===== src/rtl/pfb_bank.sv =====
`default_nettype none
// ----------------------------------------------------------------------------
// pfb_bank
// Single-port frame store bank with registered read data.
// ----------------------------------------------------------------------------
module pfb_bank #(
  parameter int DEPTH = 252,
  parameter int AW    = 8
) (
  input  wire logic          clk,
  input  wire logic          rd_en,
  input  wire logic          wr_en,
  input  wire logic [AW-1:0] addr,
  input  wire logic [7:0]    wdata,
  output logic      [7:0]    rdata
);

  logic [7:0] mem [DEPTH];
  logic [7:0] rdata_r;

  always_ff @(posedge clk) begin
    if (wr_en) begin
      mem[addr] <= wdata;
    end
    if (rd_en) begin
      rdata_r <= mem[addr];
    end
  end

  assign rdata = rdata_r;

endmodule
`default_nettype wire


===== config.mk =====
export PLATFORM = sky130hd
export DESIGN_NAME = pfb_bank
export DESIGN_NICKNAME = d
export VERILOG_FILES = /design/src/rtl/pfb_bank.sv
export SDC_FILE = /design/constraint.sdc
export NUM_CORES = 2
export LEC_CHECK = 0
export BUFFER_PORTS_ARGS = -buffer_cell sky130_fd_sc_hd__buf_2
export CORE_MARGIN = 5
export CORE_UTILIZATION = 40
export CTS_BUF_LIST = sky130_fd_sc_hd__clkbuf_16
export DETAILED_ROUTE_END_ITERATION = 7
export SLEW_MARGIN = 20
export SYNTH_ARGS = -nofsm -noshare
export SYNTH_HDL_FRONTEND = slang
export SYNTH_SLANG_ARGS = --single-unit

===== constraint.sdc =====
create_clock -name clk -period 4.15 [get_ports clk]
set_clock_uncertainty 0.15 [all_clocks]
set_input_delay 0.83 -clock clk [delete_from_list [all_inputs] [get_ports clk]]
set_output_delay 0.83 -clock clk [all_outputs]
set_load 0.05 [all_outputs]

==> out/summary.md <==
- primary input — element type at the critical path start
- 0.202 ns — slack of the critical path
- rdata[1]$_DFFE_PP_ — RR Endpoint
- 3 — Clock Path Buffers
- 42800 uW — power after layout
- 0.193 mm2 — Core Area
- 10 — number of gates on the worst path with buffers counted
- 0.147 — mux cell area share after synthesis
- 13500 um — met3 wire len
- 0 — setup-violating endpoint count in the final report
- 8 — number of antenna violations at the first check in global routing
- 0 — max-slew violation count
- 26 — Port Buffer Count
- compound AO/OA/AOI/OAI gates — CP top delay family
- 253 MHz — highest attainable clock frequency
- sky130_fd_sc_hd__edfxtp_1 — area leader, netlist
- rdata[1]$_DFFE_PP_ — worst hold endpoint
- 15802 — total of fill cells in the finished design
- 92700 um — wire length on met2
- 451 um — vertical extent of the die
- 4095 — number of nets at the end of the flow
- 0 — DRT antenna net count
- 1.26 ns — slew of the pin with the lowest slew margin
- 0 — yosys synthesis warning count
- 0.403 — starting utilization of the core area
- flop — crit end category
- sky130_fd_sc_hd__edfxtp_1 (2024), sky130_fd_sc_hd__mux4_2 (486), sky130_fd_sc_hd__buf_4 (463), sky130_fd_sc_hd__nor2_1 (235), sky130_fd_sc_hd__clkbuf_16 (202) — commonest cells after routing, fill and taps aside
- 39461 — number of global-route vias before repair
- 28.5 um — drt wl/cell
- 0.0778 mm2 — cell area after synthesis
- built — clock tree from TritonCTS
- sky130_fd_sc_hd__o32ai_1 — cell with the largest stage delay on the worst path
- 0 — adder-cell share of the synthesized area
- buf_8, buf_12, buf_4, mux4_2, a22o_1, o21ai_0, buf_4, nand3_1, o32ai_1, o221ai_1 — critical-path cell list
- 121000 um — half-perimeter wire length of the detailed placement result
- finished, final reports clean — status
- 0.000455 V — IR Drop Worst-Case VDD
- 0 — Post-CTS Resized
- 0.782 — share of the synthesized area in the top cell type
- 470 mW/mm2 — Power Dens Cells
- 0.77 ns — worst reg-to-reg setup slack
- 0 — drc violations
- 38687 — vias after detailed routing
- 0 — number of maximum-capacitance constraint violations
- 0.312 — fraction of final layout cells with drive strength greater than 1
- false — setup repair after global routing missed its margin
- 17.0% — Area growth, synth to finish
- 0 — number of buffers added for setup after CTS
- sky130_fd_sc_hd__edfxtp_1 — most frequent standard cell in the layout excluding fill and tap cells
- 0 — xor-xnor portion of the synthesized cell area
- sky130_fd_sc_hd__clkbuf_16 — root buf cell
- 4.34 ns — WP data arrival
- 0.0228 — simple-gate area share of the yosys netlist
- 0.0290 uW — leakage power
- 202 — number of buffers inserted during clock tree synthesis
- 0.156 — tightest slew margin relative to the limit
- -0.469 ns — Place WS
- 5.72 — Vias/cell
- 0.0337 — Compound-Gate Fraction of Synth Area
- 0.951 — Final Cycle Share
- 451 um — horizontal extent of the die
- sky130_fd_sc_hd__edfxtp_1 (78%), sky130_fd_sc_hd__mux4_2 (14%), sky130_fd_sc_hd__a22oi_1 (1.3%), sky130_fd_sc_hd__nor2_1 (1.1%), sky130_fd_sc_hd__clkbuf_1 (0.60%) — Area contributors post-synth
- 0.0158 mm2 — combined area of the multi-input logic cells
- 281000 um — global-route wire length before repair
- 0.0608 mm2 — Seq. cell area
- 0.84 ns — Worst-Skew Late Latency
- 22 — biggest fanout along the worst timing path
- 7 — worst reg2reg path depth
- met5 — top sig layer
- 0 — overflow left after global routing
- 2024 — flops & latches, synth
- 193000 um — total wire length after detailed routing
- 0 — number of buffers added to fix hold violations after cts
- 0.188 — Overall Global Routing Usage
- 1 — cell depth of the worst hold path
- rd_en — HP Start
- in -> reg — critical path class
- mem[79][1]$_DFFE_PP_ — launch point of the worst reg-to-reg path
- 4 — crit path buf inv count
- 0 — hold violation total from the final report
- 161 — maximum number of pins on one net before global-route repair
- 0.203 mm2 — area enclosed by the die boundary
- 27 — count of pins on the block boundary
- 3588 — synthesized netlist net count
- 0.829 — final RePlAce weighted congestion
- 4.54 ns — critical path required time
- 21.8 um2 — syn avg cell area
- 0.06 ns — Worst-path clk slew
- 2024 — sink count of the clock tree
- multiplexers — largest family of logic cells by synthesized area
- sky130_fd_sc_hd__buf_4 — critical path's most frequent cell
- 3.95 ns — final worst path period need
- 6 — number of search-and-repair iterations in the first detailed-routing pass
- 80800 um — metal1 wirelength
- 1.05 ns — largest stage delay on the critical path
- 161 — count of standard-cell rows
- 3569 — gate count of the mapped netlist
- 40 — Yosys cell types
- in -> reg — Hold WC Path Type
- 0.782 — sequential element share of the synthesized area
- 4440 — DR iter-0 viols
- 4 — Max H-tree Level
[logic make-up (layout without fill, tap and decap cells)]
kind of cell           Yosys count  count (layout)
buffers and inverters          234             905
AND/OR/NAND/NOR                409             409
AO/OA/AOI/OAI                  371             371
multiplexers                   531             531
other                            0               3
flip-flops                    2024            2024
[metal layers]
| metal | up-vias | track usage |
|---|---|---|
| li1 | 16117 | - |
| met1 | 20783 | 0.270 |
| met2 | 1487 | 0.301 |
| met3 | 298 | 0.0281 |
| met4 | 2 | 0.0590 |
| met5 | - | 0 |
[report_power, final]
part	internal (uW)	total, uW	switching [uW]
clock	10400	18000	7680
sequential	22500	22600	29.8
combinational	803	2160	1350
total	33700	42800	9070
[metrics by stage]
step	setup TNS, ns	std cells	instance area (um2)	hold slack (ns)	utilization
6_report	0	6769	91000	0.235	0.472
5_1_grt	0	6767	91000	0.193	0.472
4_1_cts	0	6766	91000	0.164	0.472
3_5_place_dp	-1.68	6398	84400	0.892	0.437
3_3_place_gp	-1.66	6398	84400	0.930	0.437
2_1_floorplan	0	3569	77800	0.668	-
[area by class of cell]
class	instances	area share
clock buffer	202	0.0555
multi-input combinational	1311	0.174
sequential	2024	0.668
inverter	3	0.000124
clock inverter	166	0.0171
timing repair buffer	534	0.0506
tap	2526	0.0347
antenna	3	0.0000825
[how the worst max path moves through the flow]
stage / start / end
after floorplan: addr[0] / mem[67][0]$_DFFE_PP_
after global placement: addr[0] / rdata[1]$_DFFE_PP_
after detailed placement: addr[0] / rdata[1]$_DFFE_PP_
after CTS: addr[0] / rdata[1]$_DFFE_PP_
after global routing: addr[0] / rdata[1]$_DFFE_PP_
final: addr[0] / rdata[1]$_DFFE_PP_
[cells in the mapped netlist]
cell                        count
sky130_fd_sc_hd__nor4_1         6
sky130_fd_sc_hd__o31a_1         1
sky130_fd_sc_hd__a31o_2         4
sky130_fd_sc_hd__a2111oi_0      2
sky130_fd_sc_hd__nand2_1       43
sky130_fd_sc_hd__mux4_2       486
sky130_fd_sc_hd__buf_4         23
sky130_fd_sc_hd__a22oi_1      135
sky130_fd_sc_hd__o221ai_1       5
sky130_fd_sc_hd__o21ai_1        4
sky130_fd_sc_hd__edfxtp_1    2024
sky130_fd_sc_hd__nor2b_1       11
sky130_fd_sc_hd__buf_2         39
sky130_fd_sc_hd__o21ai_0       22
sky130_fd_sc_hd__a22o_1        39
sky130_fd_sc_hd__nand3_1       28
sky130_fd_sc_hd__a211oi_1       1
sky130_fd_sc_hd__mux2_2        10
sky130_fd_sc_hd__a221o_1        3
sky130_fd_sc_hd__nor3b_1        1
sky130_fd_sc_hd__and2_1         4
sky130_fd_sc_hd__buf_6         23
sky130_fd_sc_hd__a21oi_1       68
sky130_fd_sc_hd__a32oi_1        4
sky130_fd_sc_hd__nand2b_1      18
sky130_fd_sc_hd__buf_1         22
sky130_fd_sc_hd__or4_1          3
sky130_fd_sc_hd__a221oi_1      34
sky130_fd_sc_hd__o32ai_1        4
sky130_fd_sc_hd__or2_2          3
sky130_fd_sc_hd__nor2_1       236
sky130_fd_sc_hd__or3_1          5
sky130_fd_sc_hd__o22ai_1       34
sky130_fd_sc_hd__and3_1         4
sky130_fd_sc_hd__clkbuf_1     124
sky130_fd_sc_hd__a31oi_1       10
sky130_fd_sc_hd__inv_1          3
sky130_fd_sc_hd__a211o_1        1
sky130_fd_sc_hd__nor3_1        47
sky130_fd_sc_hd__mux2i_1       35
[state kept, by name, indices dropped and copies added (netlist names)]
register and count:
mem 2016, rdata 8
Note: power is estimated with default switching activity, not from simulation.
