[src/rtl/pfb_pkg.sv]
`default_nettype none
// ----------------------------------------------------------------------------
// pfb_pkg
// Shared types and constants of the page frame store with bitmap blitter.
// ----------------------------------------------------------------------------
package pfb_pkg;

  localparam int SCREEN_WIDTH_DEF  = 84;
  localparam int SCREEN_HEIGHT_DEF = 48;
  localparam int PADDR_W           = 5;
  localparam logic [3:0] THRESH_MAX = 4'd14;

  typedef enum logic [2:0] {
    CMD_SET_PIXEL  = 3'd0,
    CMD_CLR_PIXEL  = 3'd1,
    CMD_START_BLIT = 3'd2,
    CMD_BLIT_BYTE  = 3'd3,
    CMD_READ_BYTE  = 3'd4,
    CMD_WRITE_BYTE = 3'd5
  } cmd_t;

  typedef enum logic [1:0] {
    STS_OK      = 2'd0,
    STS_RANGE   = 2'd1,
    STS_REJECT  = 2'd2,
    STS_NO_BLIT = 2'd3
  } status_t;

  typedef enum logic [1:0] {
    SQ_CLEAR,
    SQ_IDLE,
    SQ_WB
  } seq_state_t;

  typedef struct packed {
    cmd_t       cmd;
    logic [6:0] pos_x;
    logic [5:0] pos_y;
    logic [7:0] value;
  } in_item_t;

  typedef struct packed {
    logic [7:0] read_data;
    status_t    status;
    logic       blit_done;
  } out_item_t;

  typedef struct packed {
    logic [6:0] origin_x;
    logic [5:0] origin_y;
    logic [6:0] image_width;
    logic [5:0] image_height;
    logic [3:0] gray_threshold;
  } cfg_t;

endpackage
`default_nettype wire

[src/rtl/pfb_regs.sv]
`default_nettype none
// ----------------------------------------------------------------------------
// pfb_regs
// APB configuration registers: image origin, size and gray threshold.
// ----------------------------------------------------------------------------
module pfb_regs (
  input  wire logic                       clk,
  input  wire logic                       rst_n,
  input  wire logic                       psel,
  input  wire logic                       penable,
  input  wire logic                       pwrite,
  input  wire logic [pfb_pkg::PADDR_W-1:0] paddr,
  input  wire logic [31:0]                pwdata,
  output logic      [31:0]                prdata,
  output logic                            pready,
  output pfb_pkg::cfg_t                   cfg
);
  import pfb_pkg::*;

  typedef enum logic [2:0] {
    REG_ORIGIN_X       = 3'd0,
    REG_ORIGIN_Y       = 3'd1,
    REG_IMAGE_WIDTH    = 3'd2,
    REG_IMAGE_HEIGHT   = 3'd3,
    REG_GRAY_THRESHOLD = 3'd4
  } reg_idx_t;

  cfg_t     cfg_r;
  reg_idx_t idx;
  logic     wr_en;

  assign idx    = reg_idx_t'(paddr[4:2]);
  assign wr_en  = psel && penable && pwrite;
  assign pready = 1'b1;
  assign cfg    = cfg_r;

  always_ff @(posedge clk) begin
    if (!rst_n) begin
      cfg_r.origin_x       <= 7'd0;
      cfg_r.origin_y       <= 6'd47;
      cfg_r.image_width    <= 7'd2;
      cfg_r.image_height   <= 6'd1;
      cfg_r.gray_threshold <= 4'd0;
    end else if (wr_en) begin
      case (idx)
        REG_ORIGIN_X:       cfg_r.origin_x       <= pwdata[6:0];
        REG_ORIGIN_Y:       cfg_r.origin_y       <= pwdata[5:0];
        REG_IMAGE_WIDTH:    cfg_r.image_width    <= pwdata[6:0];
        REG_IMAGE_HEIGHT:   cfg_r.image_height   <= pwdata[5:0];
        REG_GRAY_THRESHOLD: cfg_r.gray_threshold <= pwdata[3:0];
        default: ;
      endcase
    end
  end

  always_comb begin
    case (idx)
      REG_ORIGIN_X:       prdata = {25'd0, cfg_r.origin_x};
      REG_ORIGIN_Y:       prdata = {26'd0, cfg_r.origin_y};
      REG_IMAGE_WIDTH:    prdata = {25'd0, cfg_r.image_width};
      REG_IMAGE_HEIGHT:   prdata = {26'd0, cfg_r.image_height};
      REG_GRAY_THRESHOLD: prdata = {28'd0, cfg_r.gray_threshold};
      default:            prdata = 32'd0;
    endcase
  end

endmodule
`default_nettype wire

[config.mk]
export PLATFORM = sky130hd
export DESIGN_NAME = pfb_regs
export DESIGN_NICKNAME = d
export VERILOG_FILES = /design/src/rtl/pfb_pkg.sv /design/src/rtl/pfb_regs.sv
export SDC_FILE = /design/constraint.sdc
export NUM_CORES = 1
export LEC_CHECK = 0
export BUFFER_PORTS_ARGS = -buffer_cell sky130_fd_sc_hd__buf_4
export CAP_MARGIN = 20
export CORE_MARGIN = 4
export CORE_UTILIZATION = 46
export DETAILED_ROUTE_END_ITERATION = 6
export PLACE_DENSITY = 0.85
export SLEW_MARGIN = 10
export SYNTH_ARGS = -nofsm -noshare
export SYNTH_HDL_FRONTEND = slang
export SYNTH_SLANG_ARGS = --single-unit
[constraint.sdc]
create_clock -name clk -period 3.1 [get_ports clk]
set_input_delay 0.31 -clock clk [delete_from_list [all_inputs] [get_ports clk]]
set_output_delay 0.31 -clock clk [all_outputs]
set_load 0.01 [all_outputs]
==> summary.txt <==
outcome = complete, no violations
WL final = 3.78 mm
RSZ-0062 raised after global routing = false
yosys warns = 0
logic gate share of total power = 0.118
CP bufs+invs = 2
Final #Nets = 265
routed len/inst = 14.0 µm
sequential share of the synthesized area = 0.357
Reg clk slew, reported paths = 0.06 ns
Worst-Skew Late Latency = 0.28 ns
Final setup viols = 0
Syn-to-layout area delta = 21.4%
sw power = 207 µW
Via Count = 1,331
Leak = 0.000895 µW
WP data arrival = 1.38 ns
Gate Count Post-Synth = 177
initial antenna violation count = 0
endpoints failing hold = 0
critical path fanouts, max = 17
DP Worst Slack = 1.41 ns
Hold Path Sink = cfg[16]$_SDFFE_PN0P_
R2R setup slack = 2.44 ns
Switching Fraction = 0.255
CP delay by family, top = multiplexers
Starting Density = 0.488
Startpoint Class = input port
Die W = 68.4 µm
Crit path required time = 2.79 ns
Overflow after GRT = 0
Clock Skews = 0 ns
reg-to-reg endpoint = cfg[20]$_SDFFE_PN1P_
final worst slack = 1.41 ns
hold buffers post-CTS = 0
power per cell area = 397 nW/µm²
hold path startpoint = pwdata[6]
CTS H-tree depth = 2
ranking of synthesized cells by area = dfxtp_1 36%, mux2i_1 17%, buf_4 12%, nand2_1 6.9%, nor2b_1 3.7%
post-synthesis instance area = 1680 µm²
Slowest cell on crit path = mux4_2
layout cells sized above 1 = 0.308
FMAX = 592 MHz
Slew Limit Fails = 0
Via-to-Cell Ratio = 4.93
Worst-Margin Slew = 0.567 ns
largest net degree at the start of global routing = 40
total negative setup slack = 0 ns
die area = 4680 µm²
register bit total from synthesis = 30
clk root buf = clkbuf_8
post-route ant nets = 0
Port Buffers = 51
Tcrit/Tclk final = 0.545
endpoint class of the critical path = output port
number of global-route vias before repair = 1,270
Hold Crit Class = input port to flop
max reg flops = 30
Final min period = 1.69 ns
Yosys top cell by area = dfxtp_1
cts repair resizes = 0
Iteration-0 DRC Markers = 85
# Post-CTS Setup Buffers = 0
CP cell instances = buf_4 > mux4_2 > nor2b_1 > buf_4
cell mode on critical path = buf_4
Sequential Power Share = 0.483
first-pass GRT wire length = 5.93 mm
worst flop-to-flop path startpoint = cfg[20]$_SDFFE_PN1P_
syn avg cell area = 9.49 µm²
Max-slew headroom = 0.621
IO Count = 105
placer congestion estimate = 0.781
clk sinks = 30
TritonRoute pass-1 iters = 4
Distinct cells, synth = 28
Die Y = 68.4 µm
peak supply drop = 183 µV
Internal = 603 µW
path depth of the worst reg2reg path = 2
Max Cap Violations = 0
Placement Rows = 21
Setup Crit Path Kind = input port to output port
hold depth = 3
top cell type's share of synthesized area = 0.357
clock power share = 0.399
CTS tree = done
dpl hpwl = 2.72 mm
CTS buffer count = 5
core area = 3440 µm²
# diodes = 0
critical path's largest stage delay = 0.53 ns
# DRC = 0
GRT Total Usage = 0.174
clock buffer depth = 2
==> synthesized netlist by cell type <==
master    instances
nor3_4            3
conb_1            2
a31oi_1           1
dfxtp_1          30
buf_4            27
nand4b_4          1
nand2b_1          1
buf_6             3
and3_1            1
nor2b_1          10
mux2_2            4
buf_2             3
clkbuf_1          3
a21oi_1           1
or2_1             1
nor2_4            1
a22oi_1           6
nand2_1          31
nand4_1           1
inv_1             4
mux4_2            2
nor3_1            1
o22ai_1           4
o211ai_1          3
o21ai_0           3
mux2i_1          28
nor2_1            1
and3b_1           1
==> power groups by stage <==
stage	Clock [µW]	Sequential, µW	Combinational [µW]
CTS	334	391	95.7
global placement	0	399	94.4
finish	323	391	95.7
detailed placement	0	400	95.5
global route	352	391	106
floorplan	0	401	87.9
==> worst max path at each step <==
stage / from / to / slack [ns] / cells after the start
floorplan: paddr[3] / prdata[1] / 1.67 / 5
global placement: paddr[2] / prdata[4] / 1.41 / 4
detailed placement: paddr[2] / prdata[4] / 1.41 / 4
CTS: paddr[2] / prdata[4] / 1.40 / 4
global route: paddr[2] / prdata[3] / 1.35 / 5
finish: paddr[2] / prdata[4] / 1.41 / 4
==> cell usage in the layout, fill, tap and decap left out, types with 2 or more instances in the layout <==
master,count
buf_4,51
mux4_2,2
conb_1,26
nand2_1,31
mux2_2,4
o21ai_0,3
mux2i_1,28
a22oi_1,6
o211ai_1,3
nor3_4,3
dfxtp_1,30
nor2b_1,10
inv_1,4
clkbuf_8,6
o22ai_1,4
==> metal layers <==
layer  global-route usage  vias to the layer above  part of all wire
met5                    0                        -                 0
met4               0.0744                        0             0.016
met3               0.0624                        7              0.10
met2                0.281                       60              0.46
met1                0.205                      616              0.43
li1                     -                      648                 -
==> kinds of logic (layout without fill, tap and decap cells) <==
family | after synthesis | after routing | share of synthesized area
AND/OR/NAND/NOR | 53 | 53 | 0.182
other | 2 | 26 | 0.00447
flip-flops | 30 | 30 | 0.357
buffers and inverters | 40 | 63 | 0.165
AO/OA/AOI/OAI | 18 | 18 | 0.0707
multiplexers | 34 | 34 | 0.220
==> tightest hold or removal path, stage by stage <==
cell	delay (ns)
buf_4	0.07
nand2_1	0.05
mux2i_1	0.11
==> per-stage QoR <==
stage | area [µm²] | power, µW | util | hold slack [ns] | std cells
detailed placement | 1950 | 495 | 0.566 | 0.462 | 262
floorplan | 1770 | 488 | - | 0.475 | 201
CTS | 2040 | 821 | 0.593 | 0.298 | 270
finish | 2040 | 810 | 0.593 | 0.307 | 270
global route | 2040 | 850 | 0.593 | 0.304 | 270
global placement | 1950 | 494 | 0.566 | 0.457 | 262
==> layout make-up <==
class | instances | area, µm²
Fill cell | 318 | 1400
Multi-Input combinational cell | 131 | 892
Sequential cell | 30 | 601
Timing Repair Buffer | 51 | 383
Clock buffer | 7 | 86.3
Tap cell | 46 | 57.6
Inverter | 4 | 15.0
Clock inverter | 1 | 5.00
(Power assumes the default switching activity.)
